[config.mk]
export PLATFORM = sky130hd
export DESIGN_NAME = sv32_page_table_walker_core_flat
export DESIGN_NICKNAME = d
export VERILOG_FILES = /design/src/rtl/core/ptw_pkg.sv /design/src/rtl/core/ptw_if.sv /design/src/rtl/core/ptw_step.sv /design/src/rtl/core/sv32_page_table_walker_core.sv /design/src/flat_wrapper.sv
export SDC_FILE = /design/constraint.sdc
export NUM_CORES = 1
export LEC_CHECK = 0
export BUFFER_PORTS_ARGS = -buffer_cell sky130_fd_sc_hd__buf_2
export CAP_MARGIN = 40
export CORE_MARGIN = 2
export CORE_UTILIZATION = 57
export CTS_CLUSTER_DIAMETER = 150
export DETAILED_ROUTE_END_ITERATION = 6
export GPL_TIMING_DRIVEN = 0
export PLACE_DENSITY = 0.89
export RECOVER_POWER = 100
export SLEW_MARGIN = 40
export SYNTH_ARGS = -nofsm -noshare
export SYNTH_HDL_FRONTEND = slang
export SYNTH_SLANG_ARGS = --single-unit
[constraint.sdc]
create_clock -name clock -period 6.3 [get_ports clock]
set_clock_uncertainty 0.15 [all_clocks]
set_input_delay 0 -clock clock [delete_from_list [all_inputs] [get_ports clock]]
set_output_delay 0 -clock clock [all_outputs]
set_load 0.02 [all_outputs]
[src/rtl/core/ptw_pkg.sv]
// Shared types and constants for the Sv32 page table walker.
`timescale 1ns / 1ps

package ptw_pkg;

   // Request operation codes.
   localparam logic OP_TRANSLATE = 1'b0;
   localparam logic OP_READ_RESP = 1'b1;

   // Result kinds.
   localparam logic [1:0] KIND_READ  = 2'd0;
   localparam logic [1:0] KIND_DONE  = 2'd1;
   localparam logic [1:0] KIND_FAULT = 2'd2;

   // Fault codes.
   localparam logic [1:0] FAULT_NONE        = 2'd0;
   localparam logic [1:0] FAULT_INVALID_L1  = 2'd1;
   localparam logic [1:0] FAULT_INVALID_L2  = 2'd2;
   localparam logic [1:0] FAULT_NONLEAF_L2  = 2'd3;

   // Configuration register indexes.
   localparam int unsigned CSR_IDX_W = 2;
   localparam logic [CSR_IDX_W-1:0] CSR_TRANSLATION_ON = 2'd0;
   localparam logic [CSR_IDX_W-1:0] CSR_ROOT_PAGE      = 2'd1;

   localparam int unsigned ADDR_W = 32;
   localparam int unsigned PPN_W  = 20;
   localparam int unsigned VPN_W  = 10;
   localparam int unsigned OFF_W  = 12;

   // Walk state, one-hot.
   typedef enum logic [2:0] {
      WALK_IDLE = 3'b001,
      WALK_L1   = 3'b010,
      WALK_L2   = 3'b100
   } walk_state_type;

   // Outcome of processing one request.
   typedef struct packed {
      logic                has_result;
      logic [1:0]          kind;
      logic [ADDR_W-1:0]   address;
      logic [1:0]          fault_code;
      walk_state_type      next_state;
      logic                capture_vaddr;
   } step_result_type;

endpackage

[src/rtl/core/ptw_if.sv]
// Channel interfaces for the walker: request, response and configuration write.
`timescale 1ns / 1ps

interface ptw_req_if import ptw_pkg::*; ();
   logic              valid;
   logic              ready;
   logic              op;
   logic [ADDR_W-1:0] virt_addr;
   logic [ADDR_W-1:0] read_data;

   modport source (output valid, output op, output virt_addr, output read_data,
                   input ready);
   modport sink   (input valid, input op, input virt_addr, input read_data,
                   output ready);
endinterface

interface ptw_rsp_if import ptw_pkg::*; ();
   logic              valid;
   logic              ready;
   logic [1:0]        kind;
   logic [ADDR_W-1:0] address;
   logic [1:0]        fault_code;

   modport source (output valid, output kind, output address, output fault_code,
                   input ready);
   modport sink   (input valid, input kind, input address, input fault_code,
                   output ready);
endinterface

interface ptw_csr_if import ptw_pkg::*; ();
   logic                 valid;
   logic                 ready;
   logic [CSR_IDX_W-1:0] index;
   logic [ADDR_W-1:0]    data;

   modport source (output valid, output index, output data, input ready);
   modport sink   (input valid, input index, input data, output ready);
endinterface

[src/rtl/core/ptw_step.sv]
// Combinational walk step: decides the result and next walk state for one request.
`timescale 1ns / 1ps

module ptw_step import ptw_pkg::*; (
   input  logic              op,
   input  logic [ADDR_W-1:0] virt_addr,
   input  logic [ADDR_W-1:0] read_data,
   input  logic              translation_on,
   input  logic [PPN_W-1:0]  root_page,
   input  walk_state_type    state,
   input  logic [ADDR_W-1:0] pending_vaddr,
   output step_result_type   result
);

   logic [VPN_W-1:0] vpn1;
   logic [VPN_W-1:0] vpn0;
   logic [OFF_W-1:0] offset;
   logic             pte_valid;
   logic             pte_leaf;

   assign vpn1      = virt_addr[31:22];
   assign vpn0      = pending_vaddr[21:12];
   assign offset    = pending_vaddr[11:0];
   assign pte_valid = read_data[0];
   assign pte_leaf  = |read_data[3:1];

   // Decode the request against the current walk state.
   always_comb begin
      result.has_result    = 1'b0;
      result.kind          = KIND_READ;
      result.address       = '0;
      result.fault_code    = FAULT_NONE;
      result.next_state    = WALK_IDLE;
      result.capture_vaddr = 1'b0;
      if (op == OP_TRANSLATE) begin
         result.has_result = 1'b1;
         if (!translation_on) begin
            // Bare mode passes the address straight through.
            result.kind    = KIND_DONE;
            result.address = virt_addr;
         end else begin
            // Start a walk with a read of the first-level entry.
            result.kind          = KIND_READ;
            result.address       = {root_page, vpn1, 2'b00};
            result.next_state    = WALK_L1;
            result.capture_vaddr = 1'b1;
         end
      end else begin
         case (state)
            WALK_L1: begin
               result.has_result = 1'b1;
               if (!pte_valid) begin
                  result.kind       = KIND_FAULT;
                  result.address    = pending_vaddr;
                  result.fault_code = FAULT_INVALID_L1;
               end else if (pte_leaf) begin
                  // Superpage: middle index comes from the virtual address.
                  result.kind    = KIND_DONE;
                  result.address = {read_data[29:20], vpn0, offset};
               end else begin
                  result.kind       = KIND_READ;
                  result.address    = {read_data[29:10], vpn0, 2'b00};
                  result.next_state = WALK_L2;
               end
            end
            WALK_L2: begin
               result.has_result = 1'b1;
               if (!pte_valid) begin
                  result.kind       = KIND_FAULT;
                  result.address    = pending_vaddr;
                  result.fault_code = FAULT_INVALID_L2;
               end else if (!pte_leaf) begin
                  result.kind       = KIND_FAULT;
                  result.address    = pending_vaddr;
                  result.fault_code = FAULT_NONLEAF_L2;
               end else begin
                  result.kind    = KIND_DONE;
                  result.address = {read_data[29:10], offset};
               end
            end
            default: begin
               // A response with no walk pending is dropped.
               result.has_result = 1'b0;
            end
         endcase
      end
   end

endmodule

[src/rtl/core/sv32_page_table_walker_core.sv]
// Top level of the Sv32 page table walker: input stage, walk state and result stage.
`timescale 1ns / 1ps

// Sv32 page table walker.
// The req_chan channel carries either a translate request (op 0, virt_addr)
// or a memory read response (op 1, read_data) for the entry last asked for.
// Each request gives at most one result on rsp_chan: a memory read request
// with the entry address, a finished translation with the physical address,
// or a fault with the walk's virtual address and a fault code. A response
// that arrives while no walk is pending gives no result.
// The csr_chan channel writes the translation enable and the root page
// number; write it only while the walker is idle. It is always ready.
// An accepted request passes through the input register, then the decode
// logic feeds the result register. Throughput is one request per cycle
// while the receiver takes results, set by the single decode stage.
// When the receiver stalls, the result register holds and the input
// register keeps one more request; req_chan.ready drops only when both
// are full. Reset clears the valid flags of both registers, the
// configuration and the walk state, leaving the walker idle in bare mode.

module sv32_page_table_walker_core import ptw_pkg::*; (
   input  logic          clock,
   input  logic          reset,
   ptw_req_if.sink       req_chan,
   ptw_rsp_if.source     rsp_chan,
   ptw_csr_if.sink       csr_chan
);

   logic              in_valid_ff,  in_valid_in;
   logic              in_op_ff,     in_op_in;
   logic [ADDR_W-1:0] in_vaddr_ff,  in_vaddr_in;
   logic [ADDR_W-1:0] in_data_ff,   in_data_in;

   logic              trans_on_ff,  trans_on_in;
   logic [PPN_W-1:0]  root_page_ff, root_page_in;
   walk_state_type    walk_ff,      walk_in;
   logic [ADDR_W-1:0] pend_vaddr_ff, pend_vaddr_in;

   logic              out_valid_ff, out_valid_in;
   logic [1:0]        out_kind_ff,  out_kind_in;
   logic [ADDR_W-1:0] out_addr_ff,  out_addr_in;
   logic [1:0]        out_fault_ff, out_fault_in;

   logic              advance;
   logic              req_take;
   step_result_type   step;

   // The input stage moves on whenever the result register is free or drains.
   assign advance  = in_valid_ff && (!out_valid_ff || rsp_chan.ready);
   assign req_chan.ready = !in_valid_ff || advance;
   assign req_take = req_chan.valid && req_chan.ready;

   // Input register.
   always_comb begin
      in_valid_in = in_valid_ff;
      in_op_in    = in_op_ff;
      in_vaddr_in = in_vaddr_ff;
      in_data_in  = in_data_ff;
      if (req_take) begin
         in_valid_in = 1'b1;
         in_op_in    = req_chan.op;
         in_vaddr_in = req_chan.virt_addr;
         in_data_in  = req_chan.read_data;
      end else if (advance) begin
         in_valid_in = 1'b0;
      end
   end

   // Configuration writes; indexes past the list are ignored.
   assign csr_chan.ready = 1'b1;
   always_comb begin
      trans_on_in  = trans_on_ff;
      root_page_in = root_page_ff;
      if (csr_chan.valid) begin
         case (csr_chan.index)
            CSR_TRANSLATION_ON: trans_on_in  = csr_chan.data[0];
            CSR_ROOT_PAGE:      root_page_in = csr_chan.data[PPN_W-1:0];
            default: begin
               trans_on_in = trans_on_ff;
            end
         endcase
      end
   end

   ptw_step u_step (
      .op             (in_op_ff),
      .virt_addr      (in_vaddr_ff),
      .read_data      (in_data_ff),
      .translation_on (trans_on_ff),
      .root_page      (root_page_ff),
      .state          (walk_ff),
      .pending_vaddr  (pend_vaddr_ff),
      .result         (step)
   );

   // Walk state follows each processed request.
   always_comb begin
      walk_in       = walk_ff;
      pend_vaddr_in = pend_vaddr_ff;
      if (advance) begin
         walk_in = step.next_state;
         if (step.capture_vaddr) begin
            pend_vaddr_in = in_vaddr_ff;
         end
      end
   end

   // Result register.
   always_comb begin
      out_valid_in = out_valid_ff;
      out_kind_in  = out_kind_ff;
      out_addr_in  = out_addr_ff;
      out_fault_in = out_fault_ff;
      if (advance) begin
         out_valid_in = step.has_result;
         out_kind_in  = step.kind;
         out_addr_in  = step.address;
         out_fault_in = step.fault_code;
      end else if (rsp_chan.ready) begin
         out_valid_in = 1'b0;
      end
   end

   assign rsp_chan.valid      = out_valid_ff;
   assign rsp_chan.kind       = out_kind_ff;
   assign rsp_chan.address    = out_addr_ff;
   assign rsp_chan.fault_code = out_fault_ff;

   // Control registers.
   always_ff @(posedge clock) begin
      if (reset) begin
         in_valid_ff   <= 1'b0;
         out_valid_ff  <= 1'b0;
         trans_on_ff   <= 1'b0;
         root_page_ff  <= '0;
         walk_ff       <= WALK_IDLE;
         pend_vaddr_ff <= '0;
      end else begin
         in_valid_ff   <= in_valid_in;
         out_valid_ff  <= out_valid_in;
         trans_on_ff   <= trans_on_in;
         root_page_ff  <= root_page_in;
         walk_ff       <= walk_in;
         pend_vaddr_ff <= pend_vaddr_in;
      end
   end

   // Payload registers.
   always_ff @(posedge clock) begin
      in_op_ff     <= in_op_in;
      in_vaddr_ff  <= in_vaddr_in;
      in_data_ff   <= in_data_in;
      out_kind_ff  <= out_kind_in;
      out_addr_ff  <= out_addr_in;
      out_fault_ff <= out_fault_in;
   end

endmodule
[src/flat_wrapper.sv]
// flat-port wrapper written by rule: the top's interface ports become plain ports
module sv32_page_table_walker_core_flat import ptw_pkg::*;
  (clock, reset, req_chan_valid, req_chan_op, req_chan_virt_addr, req_chan_read_data, req_chan_ready, rsp_chan_valid, rsp_chan_kind, rsp_chan_address, rsp_chan_fault_code, rsp_chan_ready, csr_chan_valid, csr_chan_index, csr_chan_data, csr_chan_ready);
  ptw_req_if req_chan_i ();
  ptw_rsp_if rsp_chan_i ();
  ptw_csr_if csr_chan_i ();
  input  logic clock;
  input  logic reset;
  input wire logic [$bits(req_chan_i.valid)-1:0] req_chan_valid;
  input wire logic [$bits(req_chan_i.op)-1:0] req_chan_op;
  input wire logic [$bits(req_chan_i.virt_addr)-1:0] req_chan_virt_addr;
  input wire logic [$bits(req_chan_i.read_data)-1:0] req_chan_read_data;
  output wire logic [$bits(req_chan_i.ready)-1:0] req_chan_ready;
  output wire logic [$bits(rsp_chan_i.valid)-1:0] rsp_chan_valid;
  output wire logic [$bits(rsp_chan_i.kind)-1:0] rsp_chan_kind;
  output wire logic [$bits(rsp_chan_i.address)-1:0] rsp_chan_address;
  output wire logic [$bits(rsp_chan_i.fault_code)-1:0] rsp_chan_fault_code;
  input wire logic [$bits(rsp_chan_i.ready)-1:0] rsp_chan_ready;
  input wire logic [$bits(csr_chan_i.valid)-1:0] csr_chan_valid;
  input wire logic [$bits(csr_chan_i.index)-1:0] csr_chan_index;
  input wire logic [$bits(csr_chan_i.data)-1:0] csr_chan_data;
  output wire logic [$bits(csr_chan_i.ready)-1:0] csr_chan_ready;
  assign req_chan_i.valid = req_chan_valid;
  assign req_chan_i.op = req_chan_op;
  assign req_chan_i.virt_addr = req_chan_virt_addr;
  assign req_chan_i.read_data = req_chan_read_data;
  assign req_chan_ready = req_chan_i.ready;
  assign rsp_chan_valid = rsp_chan_i.valid;
  assign rsp_chan_kind = rsp_chan_i.kind;
  assign rsp_chan_address = rsp_chan_i.address;
  assign rsp_chan_fault_code = rsp_chan_i.fault_code;
  assign rsp_chan_i.ready = rsp_chan_ready;
  assign csr_chan_i.valid = csr_chan_valid;
  assign csr_chan_i.index = csr_chan_index;
  assign csr_chan_i.data = csr_chan_data;
  assign csr_chan_ready = csr_chan_i.ready;
  sv32_page_table_walker_core u_core (.clock(clock), .reset(reset), .req_chan(req_chan_i), .rsp_chan(rsp_chan_i), .csr_chan(csr_chan_i));
endmodule
# Word-level counts from Yosys, hierarchy flattened
# Index checks and enable logic that the tools add are counted.
# totals
register_bits	157
latch_bits	0
ram_bits	0
mem_bits_ro	0
input_bits	104
out_inout_bits	39
mem_count	0
# classes
add_sub_neg	0
n_mul	0
div	0
order_cmp	0
n_eq_ne	3
n_shift	0
muxes	20
bitwise	0
reduce_logical	14
# op_table
op	count
one-hot mux 36 bit (2 select lines)	1
2-to-1 mux 34 bit	2
2-to-1 mux 33 bit	2
2-to-1 mux 36 bit	1
2-to-1 mux 35 bit	1
2-to-1 mux 3 bit	5
2-to-1 mux 1 bit	7
AND reduction 2 bit	3
nonzero test 2 bit	2
equality test 3 x 2 -> 1 bit (second input constant)	1
equality test 3 bit (second input constant)	1
OR reduction 3 bit	1
equality test 2 x 1 -> 1 bit (second input constant)	1
logical AND 1 bit	2
logical NOT 1 bit	2
logical NOT 2 bit	1
logical OR 1 bit	2
2-to-1 mux 2 bit	1
OR reduction 2 bit	1

# Logic depth before layout (Yosys ltp)
# Gate-level depths: netlist of the first run.
# depth
ltp_word	6
ltp_mapped	7
depth_no_buf	4

# Cells and area by module
# Synthesis of the first run repeated with hierarchy kept, for this count alone.
# hier_totals
cells_unflattened	496
area_unflattened_um2	6491.2
# modules_own_cells
mod	n_inst	cells_each	area_per_inst_um2
sv32_page_table_walker_core	1	359	5480.3
ptw_step	1	137	1011.0

# Least setup slack after synthesis of the first run
# No wires, ideal clock.
# synth_path
kind	register to register
startpoint	register u_core.out_valid_ff (netlist: u_core.rsp_chan.valid)
endpoint	register u_core.in_data_ff[0], enable pin
setup_time_ps	421
arrival_ps	2122
t_required_ps	5729
setup_slack_ps	3607
path_stages_with_launch	4
n_path_buf	0
synth_period_minus_slack_ps	2693
path_cell_list	dfxtp_1 -> nor2b_1 -> nand2_1 -> and2_1
# synth_via
elab_chain_len	5
# synth_rtl
element	line_no	text
start: declaration	sv32_page_table_walker_core.sv:39	logic out_valid_ff, out_valid_in;
start signal: assignment	sv32_page_table_walker_core.sv:140	out_valid_ff <= out_valid_in;
logical NOT 1 bit	sv32_page_table_walker_core.sv:49	assign advance = in_valid_ff && (!out_valid_ff || rsp_chan.ready);
logical OR 1 bit	sv32_page_table_walker_core.sv:49	
logical AND 1 bit	sv32_page_table_walker_core.sv:49	
logical OR 1 bit	sv32_page_table_walker_core.sv:50	assign req_chan.ready = !in_valid_ff || advance;
named net req_chan_ready	flat_wrapper.sv:13	output wire logic [$bits(req_chan_i.ready)-1:0] req_chan_ready;
logical AND 1 bit	sv32_page_table_walker_core.sv:51	assign req_take = req_chan.valid && req_chan.ready;
end signal: assignment	sv32_page_table_walker_core.sv:152	in_data_ff <= in_data_in;
end: declaration	sv32_page_table_walker_core.sv:32	logic [ADDR_W-1:0] in_data_ff, in_data_in;
# The timed path passes the listed nets, and every way through them passes these cells.
# A chain may end at the register's enable or synchronous reset.

# Worst setup path in the final report of the first run
# layout_path
startpoint	register u_core.out_valid_ff (netlist: u_core.rsp_chan.valid)
endpoint	register u_core.in_vaddr_ff[17], enable pin
# layout_via
elab_chain_len	5
# layout_rtl
element	line_no	text
logical NOT 1 bit	sv32_page_table_walker_core.sv:49	
logical OR 1 bit	sv32_page_table_walker_core.sv:49	
logical AND 1 bit	sv32_page_table_walker_core.sv:49	
logical OR 1 bit	sv32_page_table_walker_core.sv:50	
logical AND 1 bit	sv32_page_table_walker_core.sv:51	
end signal: assignment	sv32_page_table_walker_core.sv:151	in_vaddr_ff <= in_vaddr_in;
end: declaration	sv32_page_table_walker_core.sv:31	logic [ADDR_W-1:0] in_vaddr_ff, in_vaddr_in;
# Every way passes these cells.

==> results of run 1 <==
[critical path, delay by kind of cell, from the launching register on]
kind | cells | cell delay [ns]
simple gates | 3 | 1.51
flops | 1 | 0.32
buf+inv | 1 | 1.48
[worst min-delay path by stage]
stage	startpoint	endpoint
after floorplan	req_chan_read_data[0]	u_core.in_data_ff[0]$_DFFE_PP_
after global placement	req_chan_read_data[29]	u_core.in_data_ff[29]$_DFFE_PP_
after detailed placement	req_chan_virt_addr[29]	u_core.in_vaddr_ff[29]$_DFFE_PP_
after CTS	req_chan_virt_addr[19]	u_core.in_vaddr_ff[19]$_DFFE_PP_
after global routing	req_chan_virt_addr[12]	u_core.in_vaddr_ff[12]$_DFFE_PP_
final	req_chan_virt_addr[11]	u_core.in_vaddr_ff[11]$_DFFE_PP_
[metrics by stage]
stage                     power [W]  hold slack (ns)  cell area, um^2  std cells
after global placement     0.001260          0.02757             6659        744
final                      0.002288          0.01629             8107        877
after global routing       0.002334          0.01569             8107        877
after detailed placement   0.001267          0.02810             6681        745
after CTS                  0.002258          0.01042             8228        875
after floorplan            0.001202         -0.05113             5888        488
[area by class of cell]
class	instances	share of cell area
Buffer	30	0.01482
Tap cell	136	0.02099
Inverter	2	0.0009261
Timing Repair Buffer	220	0.1886
Clock inverter	14	0.01821
Sequential cell	151	0.4877
Clock buffer	18	0.05155
Antenna cell	1	0.0003087
Multi-Input combinational cell	305	0.2169
[cell usage after synthesis]
library cell,number
sky130_fd_sc_hd__a21oi_1,58
sky130_fd_sc_hd__a21oi_2,2
sky130_fd_sc_hd__a221o_1,25
sky130_fd_sc_hd__a221o_2,2
sky130_fd_sc_hd__a22o_2,2
sky130_fd_sc_hd__and2_1,2
sky130_fd_sc_hd__and3_1,1
sky130_fd_sc_hd__and3b_1,1
sky130_fd_sc_hd__buf_2,7
sky130_fd_sc_hd__buf_4,3
sky130_fd_sc_hd__buf_6,1
sky130_fd_sc_hd__clkbuf_1,19
sky130_fd_sc_hd__conb_1,1
sky130_fd_sc_hd__dfxtp_1,58
sky130_fd_sc_hd__edfxtp_1,93
sky130_fd_sc_hd__inv_1,2
sky130_fd_sc_hd__mux2i_1,37
sky130_fd_sc_hd__nand2_1,109
sky130_fd_sc_hd__nand2b_1,2
sky130_fd_sc_hd__nand3_1,2
sky130_fd_sc_hd__nand3b_1,1
sky130_fd_sc_hd__nand4bb_1,1
sky130_fd_sc_hd__nor2_1,33
sky130_fd_sc_hd__nor2_2,2
sky130_fd_sc_hd__nor2b_1,4
sky130_fd_sc_hd__nor3b_1,1
sky130_fd_sc_hd__nor4b_4,1
sky130_fd_sc_hd__o21a_1,1
sky130_fd_sc_hd__o21ai_0,4
sky130_fd_sc_hd__o22a_1,3
sky130_fd_sc_hd__o22ai_1,1
sky130_fd_sc_hd__o22ai_2,1
sky130_fd_sc_hd__o2bb2ai_1,1
sky130_fd_sc_hd__o31ai_1,2
sky130_fd_sc_hd__o31ai_2,1
sky130_fd_sc_hd__or2_2,1
sky130_fd_sc_hd__or4_1,1
sky130_fd_sc_hd__or4b_1,1
sky130_fd_sc_hd__xnor2_1,1
[where the power goes]
part | total (W) | switching (W) | internal, W | leakage (nW)
registers | 0.00112 | 0.0000251 | 0.00109 | 1.38
clock network | 0.000987 | 0.000420 | 0.000567 | 0.284
logic | 0.000182 | 0.0000959 | 0.0000863 | 1.30
[registers in the layout, summed over array words and instances, names as in the netlist]
name and count:
u_core.trans_on_ff 1, u_core.in_op_ff 1, u_core.rsp_chan.kind 2, u_core.rsp_chan.fault_code 2, u_core.root_page_ff 20, u_core.in_valid_ff 1, u_core.rsp_chan.address 32, u_core.walk_ff 3
u_core.rsp_chan.valid 1, u_core.in_vaddr_ff 32, u_core.pend_vaddr_ff 32, u_core.in_data_ff 24
[kinds of logic after synthesis]
group / Yosys count
buffers and inverters: 32
XOR/XNOR: 1
other: 1
AO/OA/AOI/OAI: 103
flip-flops: 151
AND/OR/NAND/NOR: 163
multiplexers: 37
[layer usage]
metal | wire [um] | vias up | share of wire | global-route usage
li1 | - | 2246 | - | -
met1 | 6634 | 2406 | 0.35 | 0.4070
met2 | 8989 | 483 | 0.48 | 0.5737
met3 | 2055 | 120 | 0.11 | 0.1064
met4 | 1240 | 0 | 0.066 | 0.2049
met5 | 0 | - | 0 | 0
==> metrics.txt, run 1 <==
# TYPE chip_impl_metric gauge
chip_impl_metric{name="synth_xor_area_frac",unit=""} 0.001487
chip_impl_metric{name="synth_seq_cells",unit=""} 151
chip_impl_metric{name="crit_path_max_fanout",unit=""} 33
chip_impl_info{name="synth_top_cells_by_area",value="sky130_fd_sc_hd__edfxtp_1 47%, sky130_fd_sc_hd__dfxtp_1 20%, sky130_fd_sc_hd__nand2_1 6.9%, sky130_fd_sc_hd__mux2i_1 6.3%, sky130_fd_sc_hd__a21oi_1 4.9%"} 1
chip_impl_info{name="critPathLaunch",value="u_core.rsp_chan.valid$_SDFFE_PP0P_"} 1
chip_impl_metric{name="slew_violations",unit=""} 87
chip_impl_metric{name="actual_transition_at_the_worst_max_transition_pin",unit="ns"} 1.950
chip_impl_metric{name="drtAntennaViolNets",unit=""} 0
chip_impl_metric{name="number_of_buffers_added_by_the_clock_tree_synthesis_step",unit=""} 17
chip_impl_metric{name="reg2reg_setup_slack",unit="ns"} 2.39
chip_impl_info{name="cpMaxStageDelayCell",value="sky130_fd_sc_hd__clkbuf_1"} 1
chip_impl_info{name="cts_tree",value="built"} 1
chip_impl_metric{name="finalNetCount",unit=""} 831
chip_impl_metric{name="postcts_setup_bufs",unit=""} 0
chip_impl_metric{name="finalSetupTns",unit="ns"} 0
chip_impl_metric{name="fillers",unit=""} 613
chip_impl_metric{name="num_io_pins",unit=""} 143
chip_impl_metric{name="layout_cell_share_with_drive_strength_beyond_1",unit=""} 0.1554
chip_impl_metric{name="gp_routability_congestion",unit=""} 0.8404
chip_impl_metric{name="routed_via_density",unit=""} 5.992
chip_impl_metric{name="resized_after_cts",unit=""} 0
chip_impl_metric{name="clock_path_buffers",unit=""} 2
chip_impl_metric{name="achievable-frequency",unit="MHz"} 255.9
chip_impl_metric{name="floorplan.die.height",unit="um"} 105.6
chip_impl_metric{name="avg_wl_per_cell",unit="um"} 21.57
chip_impl_metric{name="cts.reportedPaths.clkPinSlew",unit="ns"} 0.06
chip_impl_metric{name="sequential_cell_area",unit="um^2"} 3954
chip_impl_metric{name="worst_slack",unit="ns"} 2.392
chip_impl_metric{name="setup_violations",unit=""} 0
chip_impl_metric{name="design.die.area",unit="um^2"} 11160
chip_impl_metric{name="drt_first_iter_violations",unit=""} 697
chip_impl_info{name="main_combinational_cell_family_by_area_after_synthesis",value="compound AO/OA/AOI/OAI gates"} 1
chip_impl_metric{name="grt_first_pass_wirelength",unit="um"} 28640
chip_impl_metric{name="min_delay_path_depth",unit=""} 2
chip_impl_metric{name="areaGrowthSynthToFinish",unit="%"} 37.68
chip_impl_info{name="hold_path_class",value="in2reg"} 1
chip_impl_info{name="cts_root_buf",value="sky130_fd_sc_hd__clkbuf_8"} 1
chip_impl_metric{name="synth_top_area_frac",unit=""} 0.4743
chip_impl_info{name="critical_path_class",value="reg2reg"} 1
chip_impl_metric{name="timing.final.crit_period",unit="ns"} 3.908
chip_impl_metric{name="synth.lib_cells_used.distinct",unit=""} 39
chip_impl_metric{name="clkLatencyLatePin",unit="ns"} 0.54
chip_impl_info{name="layout.cells.most_common",value="sky130_fd_sc_hd__nand2_1"} 1
chip_impl_metric{name="finalCritPeriodShare",unit=""} 0.6203
chip_impl_info{name="worstSetupEndpointType",value="register"} 1
chip_impl_info{name="most-common-layout-cells",value="109 x sky130_fd_sc_hd__nand2_1, 98 x sky130_fd_sc_hd__dlygate4sd3_1, 93 x sky130_fd_sc_hd__edfxtp_1"} 1
chip_impl_metric{name="powerDensity",unit="nW/um^2"} 282.2
chip_impl_metric{name="row_count",unit=""} 37
chip_impl_metric{name="worst_endpoint_data_arrival_time",unit="ns"} 3.88
chip_impl_info{name="worst_setup_start_kind",value="register"} 1
chip_impl_metric{name="grt_start_max_net_pins",unit=""} 37
chip_impl_metric{name="synth_compound_gate_area_share",unit=""} 0.1205
chip_impl_metric{name="yosys_warnings",unit=""} 0
chip_impl_info{name="timing.rr.start",value="u_core.rsp_chan.valid$_SDFFE_PP0P_"} 1
chip_impl_metric{name="route.detailed.drc",unit=""} 0
chip_impl_metric{name="yosys.area_share.simple",unit=""} 0.1179
chip_impl_metric{name="post_synth.cell_area_avg",unit="um^2"} 12.07
chip_impl_metric{name="chipWidth",unit="um"} 105.6
chip_impl_info{name="timing.critical_path.to",value="u_core.in_vaddr_ff[17]$_DFFE_PP_"} 1
chip_impl_metric{name="grt_util_all_layers",unit=""} 0.3499
chip_impl_metric{name="hold_buffers",unit=""} 98
chip_impl_metric{name="firstDrtPassIters",unit=""} 5
chip_impl_metric{name="globalRoute.totalOverflow",unit=""} 0
chip_impl_info{name="cp_cell_sequence",value="nor2b_1, nand2_1, and2_0, clkbuf_1"} 1
chip_impl_metric{name="core",unit="um^2"} 10180
chip_impl_metric{name="final_core_utilization",unit=""} 0.7959
chip_impl_metric{name="power.static_leakage",unit="nW"} 2.963
chip_impl_metric{name="worst_slew_margin_rel",unit=""} -0.3003
chip_impl_metric{name="antenna_found_initial",unit=""} 1
chip_impl_info{name="timing.rr.end",value="u_core.in_vaddr_ff[17]$_DFFE_PP_"} 1
chip_impl_metric{name="io_buffer_count",unit=""} 120
chip_impl_metric{name="vdd.ir_drop.worst",unit="mV"} 0.1930
chip_impl_metric{name="start_util",unit=""} 0.5781
chip_impl_metric{name="multi_input_gate_area_in_the_final_layout",unit="um^2"} 1758
chip_impl_info{name="synth_largest_area_cell",value="sky130_fd_sc_hd__edfxtp_1"} 1
chip_impl_metric{name="worstPathRequired",unit="ns"} 6.27
chip_impl_metric{name="mappedNetlistNets",unit=""} 592
chip_impl_metric{name="max_cap_viol_count",unit=""} 3
chip_impl_metric{name="cp_slowest_stage_delay",unit="ns"} 1.48
chip_impl_info{name="run_status",value="finished with violations"} 1
chip_impl_metric{name="drt_wl_total",unit="um"} 18920
chip_impl_metric{name="placement.setup.worst_slack",unit="ns"} 4.126
chip_impl_info{name="rsz_0062_raised_after_global_routing",value="false"} 1
chip_impl_metric{name="synthesis.instances",unit=""} 488
chip_impl_metric{name="post-dp-hpwl",unit="um"} 10310
chip_impl_metric{name="synth.yosys.seq_area_share",unit=""} 0.6715
chip_impl_metric{name="final_hold_viol_count",unit=""} 0
chip_impl_metric{name="clock_sinks",unit=""} 151
chip_impl_metric{name="syn-cell-area",unit="um^2"} 5888
chip_impl_metric{name="worst_reg_to_reg_cells",unit=""} 4
chip_impl_metric{name="clock_tree.htree_level_count",unit=""} 4
chip_impl_info{name="violations",value="max-capacitance violations, max-slew violations"} 1
chip_impl_metric{name="yosys-mux-area-fraction",unit=""} 0.06290
chip_impl_metric{name="route.vias.total",unit=""} 5255
chip_impl_metric{name="first_global_vias",unit=""} 5373
chip_impl_metric{name="synth_fa_ha_area_frac",unit=""} 0
No activity file was read; power rests on OpenSTA's default activity.
==> inputs of run 2 (changes only) <==
- CORE_UTILIZATION: 57 -> 48
- PLACE_DENSITY: 0.89 -> 0.81
- clock period: 6.3 -> 3.2 ns (I/O delays scaled with it)
==> run 2 against run 1 <==
Effect of this change: the run still ends with max-capacitance violations, max-slew violations left; die area is 18% higher; sequential share of layout area is 0.62 points lower; total power is 100% higher; largest cell class unchanged; highest routed layer unchanged.
==> metrics.txt, run 2 (synthesis gave the netlist of run 1 again) <==
# TYPE chip_impl_metric gauge
chip_impl_info{name="run_status",value="finished with violations"} 1
chip_impl_info{name="violations",value="max-capacitance violations, max-slew violations"} 1
chip_impl_metric{name="fillers",unit=""} 839
chip_impl_metric{name="finalNetCount",unit=""} 831
chip_impl_metric{name="row_count",unit=""} 40
chip_impl_metric{name="antennaDiodeCount",unit=""} 0
chip_impl_metric{name="cts.reportedPaths.clkPinSlew",unit="ns"} 0.07
chip_impl_metric{name="min_delay_path_depth",unit=""} 2
chip_impl_metric{name="critical_path_buf_inv_count",unit=""} 1
chip_impl_metric{name="drt_wl_total",unit="um"} 16830
chip_impl_metric{name="chipWidth",unit="um"} 114.8
chip_impl_info{name="cpMaxStageDelayCell",value="sky130_fd_sc_hd__nor4b_1"} 1
chip_impl_metric{name="core",unit="um^2"} 12010
chip_impl_metric{name="cp_slowest_stage_delay",unit="ns"} 1.09
chip_impl_metric{name="route.vias.total",unit=""} 4936
chip_impl_metric{name="max_cap_viol_count",unit=""} 2
chip_impl_metric{name="reg2reg_setup_slack",unit="ns"} 0.46
chip_impl_metric{name="actual_transition_at_the_worst_max_transition_pin",unit="ns"} 1.622
chip_impl_metric{name="grt_first_pass_wirelength",unit="um"} 25240
chip_impl_metric{name="design.die.area",unit="um^2"} 13170
chip_impl_metric{name="avg_wl_per_cell",unit="um"} 18.97
chip_impl_metric{name="areaGrowthSynthToFinish",unit="%"} 39.44
chip_impl_metric{name="first_global_vias",unit=""} 4961
chip_impl_metric{name="crit_path_max_fanout",unit=""} 10
chip_impl_metric{name="multi_input_gate_area_in_the_final_layout",unit="um^2"} 1764
chip_impl_info{name="worst_setup_start_kind",value="register"} 1
chip_impl_info{name="most-common-layout-cells",value="109 x sky130_fd_sc_hd__nand2_1, 99 x sky130_fd_sc_hd__dlygate4sd3_1, 93 x sky130_fd_sc_hd__edfxtp_1"} 1
chip_impl_info{name="hold_start",value="req_chan_virt_addr[11]"} 1
chip_impl_info{name="cpLargestDelayFamily",value="simple AND/OR/NAND/NOR gates"} 1
chip_impl_metric{name="worst_slew_margin_rel",unit=""} -0.08204
chip_impl_metric{name="drt_first_iter_violations",unit=""} 492
chip_impl_metric{name="powerDensity",unit="nW/um^2"} 566.2
chip_impl_info{name="cts_root_buf",value="sky130_fd_sc_hd__clkbuf_16"} 1
chip_impl_metric{name="clock_path_buffers",unit=""} 2
chip_impl_info{name="timing.rr.start",value="u_core.in_data_ff[3]$_DFFE_PP_"} 1
chip_impl_metric{name="grt_util_all_layers",unit=""} 0.2597
chip_impl_metric{name="routed_via_density",unit=""} 5.565
chip_impl_metric{name="worstPathRequired",unit="ns"} 3.21
chip_impl_metric{name="postPlaceCellArea",unit="um^2"} 6695
chip_impl_info{name="cp_cell_sequence",value="nor4b_1, nor2_2, o21a_1, buf_6, a221o_1"} 1
chip_impl_metric{name="globalRoute.totalOverflow",unit=""} 0
chip_impl_metric{name="worst_slack",unit="ns"} 0.4560
chip_impl_metric{name="drtAntennaViolNets",unit=""} 0
chip_impl_metric{name="postcts_setup_bufs",unit=""} 0
chip_impl_info{name="cts_tree",value="built"} 1
chip_impl_metric{name="timing.final.crit_period",unit="ns"} 2.744
chip_impl_metric{name="grt_start_max_net_pins",unit=""} 37
chip_impl_metric{name="post-dp-hpwl",unit="um"} 10440
chip_impl_metric{name="finalCritPeriodShare",unit=""} 0.8575
chip_impl_metric{name="worst_reg_to_reg_cells",unit=""} 5
chip_impl_metric{name="clock_tree.htree_level_count",unit=""} 4
chip_impl_metric{name="clock_sinks",unit=""} 151
chip_impl_metric{name="gp_routability_congestion",unit=""} 0.8822
chip_impl_metric{name="route.detailed.drc",unit=""} 0
chip_impl_metric{name="vdd.ir_drop.worst",unit="mV"} 0.3699
chip_impl_metric{name="placement.setup.worst_slack",unit="ns"} 1.050
chip_impl_metric{name="setup_violations",unit=""} 0
chip_impl_info{name="worstSetupEndpointType",value="register"} 1
chip_impl_metric{name="start_util",unit=""} 0.4902
chip_impl_info{name="worst_hold_path.endpoint",value="u_core.in_vaddr_ff[11]$_DFFE_PP_"} 1
chip_impl_metric{name="antenna_found_initial",unit=""} 0
chip_impl_metric{name="worst_endpoint_data_arrival_time",unit="ns"} 2.76
chip_impl_metric{name="sequential_cell_area",unit="um^2"} 3954
chip_impl_metric{name="io_buffer_count",unit=""} 120
chip_impl_metric{name="slew_violations",unit=""} 23
chip_impl_metric{name="number_of_buffers_added_by_the_clock_tree_synthesis_step",unit=""} 17
chip_impl_metric{name="power.static_leakage",unit="nW"} 3.020
chip_impl_info{name="hold_path_class",value="in2reg"} 1
chip_impl_info{name="critical_path_class",value="reg2reg"} 1
chip_impl_info{name="timing.rr.end",value="u_core.rsp_chan.address[4]$_DFFE_PP_"} 1
chip_impl_metric{name="achievable-frequency",unit="MHz"} 364.4
chip_impl_metric{name="final_hold_viol_count",unit=""} 0
chip_impl_metric{name="layout_cell_share_with_drive_strength_beyond_1",unit=""} 0.1635
chip_impl_metric{name="num_io_pins",unit=""} 143
chip_impl_info{name="rsz_0062_raised_after_global_routing",value="false"} 1
chip_impl_metric{name="clkLatencyLatePin",unit="ns"} 0.43
chip_impl_info{name="layout.cells.most_common",value="sky130_fd_sc_hd__nand2_1"} 1
chip_impl_metric{name="floorplan.die.height",unit="um"} 114.8
chip_impl_metric{name="final_cell_area",unit="um^2"} 8210
chip_impl_metric{name="firstDrtPassIters",unit=""} 6
chip_impl_metric{name="finalSetupTns",unit="ns"} 0
==> run 2: cell types whose count changed in the layout (fill, tap and decap cells not counted), sizes merged <==
cell | previous run | this run
clkinv | 8 | 5
clkbuf | 94 | 87
buf | 76 | 85
diode | 1 | 0
bufinv | 2 | 4
inv | 6 | 4
dlygate4sd3 | 98 | 99
==> run 2: worst max path at each step <==
| stage | startpoint | slack, ns | endpoint | cells after the start |
|---|---|---|---|---|
| after global routing | u_core.in_data_ff[3]$_DFFE_PP_ | 0.36 | u_core.rsp_chan.address[4]$_DFFE_PP_ | 5 |
| after detailed placement | u_core.in_data_ff[3]$_DFFE_PP_ | 1.05 | u_core.rsp_chan.address[11]$_DFFE_PP_ | 5 |
| final | u_core.in_data_ff[3]$_DFFE_PP_ | 0.46 | u_core.rsp_chan.address[4]$_DFFE_PP_ | 5 |
| after global placement | u_core.rsp_chan.valid$_SDFFE_PP0P_ | 0.24 | u_core.in_vaddr_ff[17]$_DFFE_PP_ | 3 |
| after floorplan | u_core.rsp_chan.valid$_SDFFE_PP0P_ | 0.51 | u_core.in_data_ff[0]$_DFFE_PP_ | 3 |
| after CTS | u_core.in_op_ff$_DFFE_PP_ | 0.82 | u_core.rsp_chan.valid$_SDFFE_PP0P_ | 6 |
==> run 2: power by group <==
part | internal (W) | switching (W)
registers | 0.00215 | 0.0000449
clock network | 0.00131 | 0.000790
logic | 0.000174 | 0.000178
total | 0.00364 | 0.00101
==> run 2: layout make-up <==
| type | count | area share |
|---|---|---|
| Multi-Input combinational cell | 305 | 0.2149 |
| Clock buffer | 21 | 0.05364 |
| Clock inverter | 11 | 0.02103 |
| Sequential cell | 151 | 0.4816 |
| Buffer | 30 | 0.01570 |
| Inverter | 2 | 0.0009144 |
| Tap cell | 147 | 0.02240 |
| Timing Repair Buffer | 220 | 0.1899 |
==> run 2: what timing repair did <==
action	in CTS	in global routing
resized for setup	0	0
hold buffers	99	0
hold endpoints to repair	124	0
==> run 2: through the flow <==
stage / cells / hold WS, ns / utilization / power, W
floorplan: 488 / -0.05113 / - / 0.002367
global placement: 755 / 0.02829 / 0.5555 / 0.002484
detailed placement: 756 / 0.02809 / 0.5574 / 0.002496
CTS: 887 / 0.1156 / 0.6909 / 0.004652
global route: 887 / 0.1232 / 0.6835 / 0.004773
finish: 887 / 0.1249 / 0.6835 / 0.004649
==> run 2: routing by layer <==
layer	share of wire	track usage
met3	0.085	0.07116
met2	0.50	0.4533
met4	0.036	0.1173
met5	0	0
met1	0.38	0.2999
==> inputs of run 3 (changes only) <==
- BUFFER_PORTS_ARGS: -buffer_cell sky130_fd_sc_hd__buf_2 -> -buffer_cell sky130_fd_sc_hd__buf_4
- CAP_MARGIN: 40 -> not set
==> run 3 against run 2 <==
Effect of this change: the flow now finishes without violations; fmax fell by 0.63%; die area stayed put; total power fell by 6.2%; core utilization up 0.85 points; final cell count is 0.11% lower; hold slack better by 0.022 ns; global-route usage decreased by 0.18 points; sequential power about the same; worst setup slack lost 0.017 ns; clock power decreased by 15%; largest power group unchanged.
==> metrics.txt, run 3 (synthesis gave the netlist of run 1 again) <==
# TYPE chip_impl_metric gauge
chip_impl_info{name="run_status",value="finished, final reports clean"} 1
chip_impl_info{name="worstSetupEndpointType",value="register"} 1
chip_impl_metric{name="max_cap_viol_count",unit=""} 0
chip_impl_info{name="timing.rr.end",value="u_core.rsp_chan.address[11]$_DFFE_PP_"} 1
chip_impl_metric{name="num_io_pins",unit=""} 143
chip_impl_metric{name="row_count",unit=""} 40
chip_impl_metric{name="reg2reg_setup_slack",unit="ns"} 0.44
chip_impl_metric{name="layout_cell_share_with_drive_strength_beyond_1",unit=""} 0.1680
chip_impl_metric{name="final_cell_area",unit="um^2"} 8313
chip_impl_metric{name="route.vias.total",unit=""} 4989
chip_impl_metric{name="powerDensity",unit="nW/um^2"} 524.3
chip_impl_metric{name="core",unit="um^2"} 12010
chip_impl_metric{name="worst_slew_margin_rel",unit=""} 0.04252
chip_impl_metric{name="multi_input_gate_area_in_the_final_layout",unit="um^2"} 1764
chip_impl_metric{name="sequential_cell_area",unit="um^2"} 3954
chip_impl_metric{name="resized_after_cts",unit=""} 0
chip_impl_info{name="critPathLaunch",value="u_core.in_data_ff[3]$_DFFE_PP_"} 1
chip_impl_metric{name="first_global_vias",unit=""} 4922
chip_impl_metric{name="grtUsageMet3",unit=""} 0.06747
chip_impl_metric{name="worst_reg_to_reg_cells",unit=""} 5
chip_impl_metric{name="vdd.ir_drop.worst",unit="mV"} 0.4479
chip_impl_metric{name="setup_violations",unit=""} 0
chip_impl_metric{name="postPlaceCellArea",unit="um^2"} 6995
chip_impl_info{name="timing.rr.start",value="u_core.in_data_ff[3]$_DFFE_PP_"} 1
chip_impl_info{name="most_crowded_layer_after_global_routing",value="met2"} 1
chip_impl_metric{name="cts.reportedPaths.clkPinSlew",unit="ns"} 0.06
chip_impl_metric{name="finalNetCount",unit=""} 829
chip_impl_info{name="worst_setup_start_kind",value="register"} 1
chip_impl_metric{name="finalCritPeriodShare",unit=""} 0.8629
chip_impl_metric{name="power.static_leakage",unit="nW"} 3.021
chip_impl_metric{name="slew_violations",unit=""} 0
chip_impl_info{name="cts_tree",value="built"} 1
chip_impl_metric{name="io_buffer_count",unit=""} 120
chip_impl_metric{name="finalSetupTns",unit="ns"} 0
chip_impl_metric{name="grt_first_pass_wirelength",unit="um"} 25100
chip_impl_metric{name="post-dp-hpwl",unit="um"} 10610
chip_impl_metric{name="grt_util_met1",unit=""} 0.3105
chip_impl_metric{name="clkLatencyLatePin",unit="ns"} 0.43
chip_impl_metric{name="route.detailed.drc",unit=""} 0
chip_impl_metric{name="fillers",unit=""} 858
chip_impl_metric{name="worstPathRequired",unit="ns"} 3.21
chip_impl_metric{name="achievable-frequency",unit="MHz"} 362.1
chip_impl_metric{name="firstDrtPassIters",unit=""} 5
chip_impl_metric{name="chipWidth",unit="um"} 114.8
chip_impl_info{name="critical_path_class",value="reg2reg"} 1
chip_impl_metric{name="drtAntennaViolNets",unit=""} 0
chip_impl_metric{name="drt_first_iter_violations",unit=""} 401
chip_impl_metric{name="avg_wl_per_cell",unit="um"} 18.77
chip_impl_metric{name="crit_path_max_fanout",unit=""} 10
chip_impl_metric{name="grt_start_max_net_pins",unit=""} 37
chip_impl_metric{name="clock_tree.htree_level_count",unit=""} 4
chip_impl_metric{name="p_total",unit="W"} 0.004359
chip_impl_metric{name="clock_path_buffers",unit=""} 2
chip_impl_metric{name="routed_via_density",unit=""} 5.631
chip_impl_metric{name="number_of_buffers_added_by_the_clock_tree_synthesis_step",unit=""} 17
chip_impl_metric{name="timing.final.crit_period",unit="ns"} 2.761
chip_impl_metric{name="actual_transition_at_the_worst_max_transition_pin",unit="ns"} 1.435
chip_impl_metric{name="drt_wl_total",unit="um"} 16630
chip_impl_metric{name="floorplan.die.height",unit="um"} 114.8
chip_impl_info{name="layout.cells.most_common",value="sky130_fd_sc_hd__nand2_1"} 1
chip_impl_metric{name="worst_endpoint_data_arrival_time",unit="ns"} 2.77
chip_impl_metric{name="clock_sinks",unit=""} 151
chip_impl_metric{name="design.die.area",unit="um^2"} 13170
chip_impl_info{name="hold_path_class",value="in2reg"} 1
chip_impl_info{name="cts_root_buf",value="sky130_fd_sc_hd__clkbuf_16"} 1
chip_impl_metric{name="final_hold_viol_count",unit=""} 0
chip_impl_metric{name="antenna_found_initial",unit=""} 0
chip_impl_info{name="timing.critical_path.to",value="u_core.rsp_chan.address[11]$_DFFE_PP_"} 1
chip_impl_metric{name="grt_util_all_layers",unit=""} 0.2580
chip_impl_info{name="rsz_0062_raised_after_global_routing",value="false"} 1
chip_impl_metric{name="areaGrowthSynthToFinish",unit="%"} 41.18
chip_impl_info{name="most-common-layout-cells",value="109 x sky130_fd_sc_hd__nand2_1, 97 x sky130_fd_sc_hd__dlygate4sd3_1, 93 x sky130_fd_sc_hd__edfxtp_1"} 1
chip_impl_metric{name="start_util",unit=""} 0.4902
chip_impl_metric{name="global_route_track_usage_on_met2",unit=""} 0.4320
chip_impl_metric{name="globalRoute.totalOverflow",unit=""} 0
chip_impl_metric{name="gp_routability_congestion",unit=""} 0.8977
[run 3: cell count changes in the layout (fill, tap and decap cells not counted), moves of 3 or more]
cell and delta:
sky130_fd_sc_hd__buf_2 -79, sky130_fd_sc_hd__clkbuf_4 +57, sky130_fd_sc_hd__buf_4 +25, sky130_fd_sc_hd__clkbuf_1 -6, sky130_fd_sc_hd__bufinv_16 -4, sky130_fd_sc_hd__clkinvlp_4 +4, sky130_fd_sc_hd__clkinv_1 +3
[run 3: per-layer routing]
layer  part of all wire  up-vias
met5                  0        -
met4              0.041        0
met3              0.092       62
met2               0.49      322
met1               0.38     2351
li1                   -     2254
[run 3: what timing repair did]
action / in CTS / in global routing
setup buffers: 0 / 0
hold buffers: 97 / 0
endpoints found under the hold margin: 102 / 0
[run 3: worst max-delay path, stage by stage (launching register included)]
cell and delay [ns]:
sky130_fd_sc_hd__edfxtp_1 0.47, sky130_fd_sc_hd__nor4b_1 1.12, sky130_fd_sc_hd__nor2_2 0.02, sky130_fd_sc_hd__o21a_1 0.25, sky130_fd_sc_hd__buf_6 0.16, sky130_fd_sc_hd__a221o_1 0.33
[run 3: through the flow]
step / setup WS, ns / utilization / hold WS (ns) / std cells
final: 0.4386 / 0.6921 / 0.1466 / 886
after global routing: 0.3046 / 0.6919 / 0.1573 / 885
after CTS: 0.7813 / 0.7069 / 0.1196 / 885
after detailed placement: 1.015 / 0.5824 / 0.02927 / 756
after global placement: 0.1944 / 0.5805 / 0.02940 / 755
after floorplan: 0.5073 / - / -0.05113 / 488
[run 3: area by class of cell]
type                            instances  share of cell area
Multi-Input combinational cell        305              0.2122
Clock inverter                         13            0.009783
Tap cell                              147             0.02213
Clock buffer                           19             0.05328
Timing Repair Buffer                  218              0.2104
Antenna cell                            1           0.0003010
Inverter                                2           0.0009031
Buffer                                 30             0.01535
Sequential cell                       151              0.4756
[run 3: worst min-delay path by stage]
stage	start	endpoint	cells past startpoint
6_report	csr_chan_index[0]	u_core.root_page_ff[0]$_SDFFE_PP0P_	5
5_1_grt	req_chan_virt_addr[29]	u_core.in_vaddr_ff[29]$_DFFE_PP_	2
4_1_cts	csr_chan_index[0]	u_core.root_page_ff[0]$_SDFFE_PP0P_	5
3_5_place_dp	req_chan_read_data[0]	u_core.in_data_ff[0]$_DFFE_PP_	1
3_3_place_gp	req_chan_virt_addr[11]	u_core.in_vaddr_ff[11]$_DFFE_PP_	1
2_1_floorplan	req_chan_read_data[0]	u_core.in_data_ff[0]$_DFFE_PP_	0
[run 3: where the power goes]
part | switching (W) | leakage, nW | internal [W]
registers | 0.0000442 | 1.38 | 0.00215
logic | 0.000179 | 1.40 | 0.000197
clock network | 0.000785 | 0.246 | 0.00100
total | 0.00101 | 3.02 | 0.00335
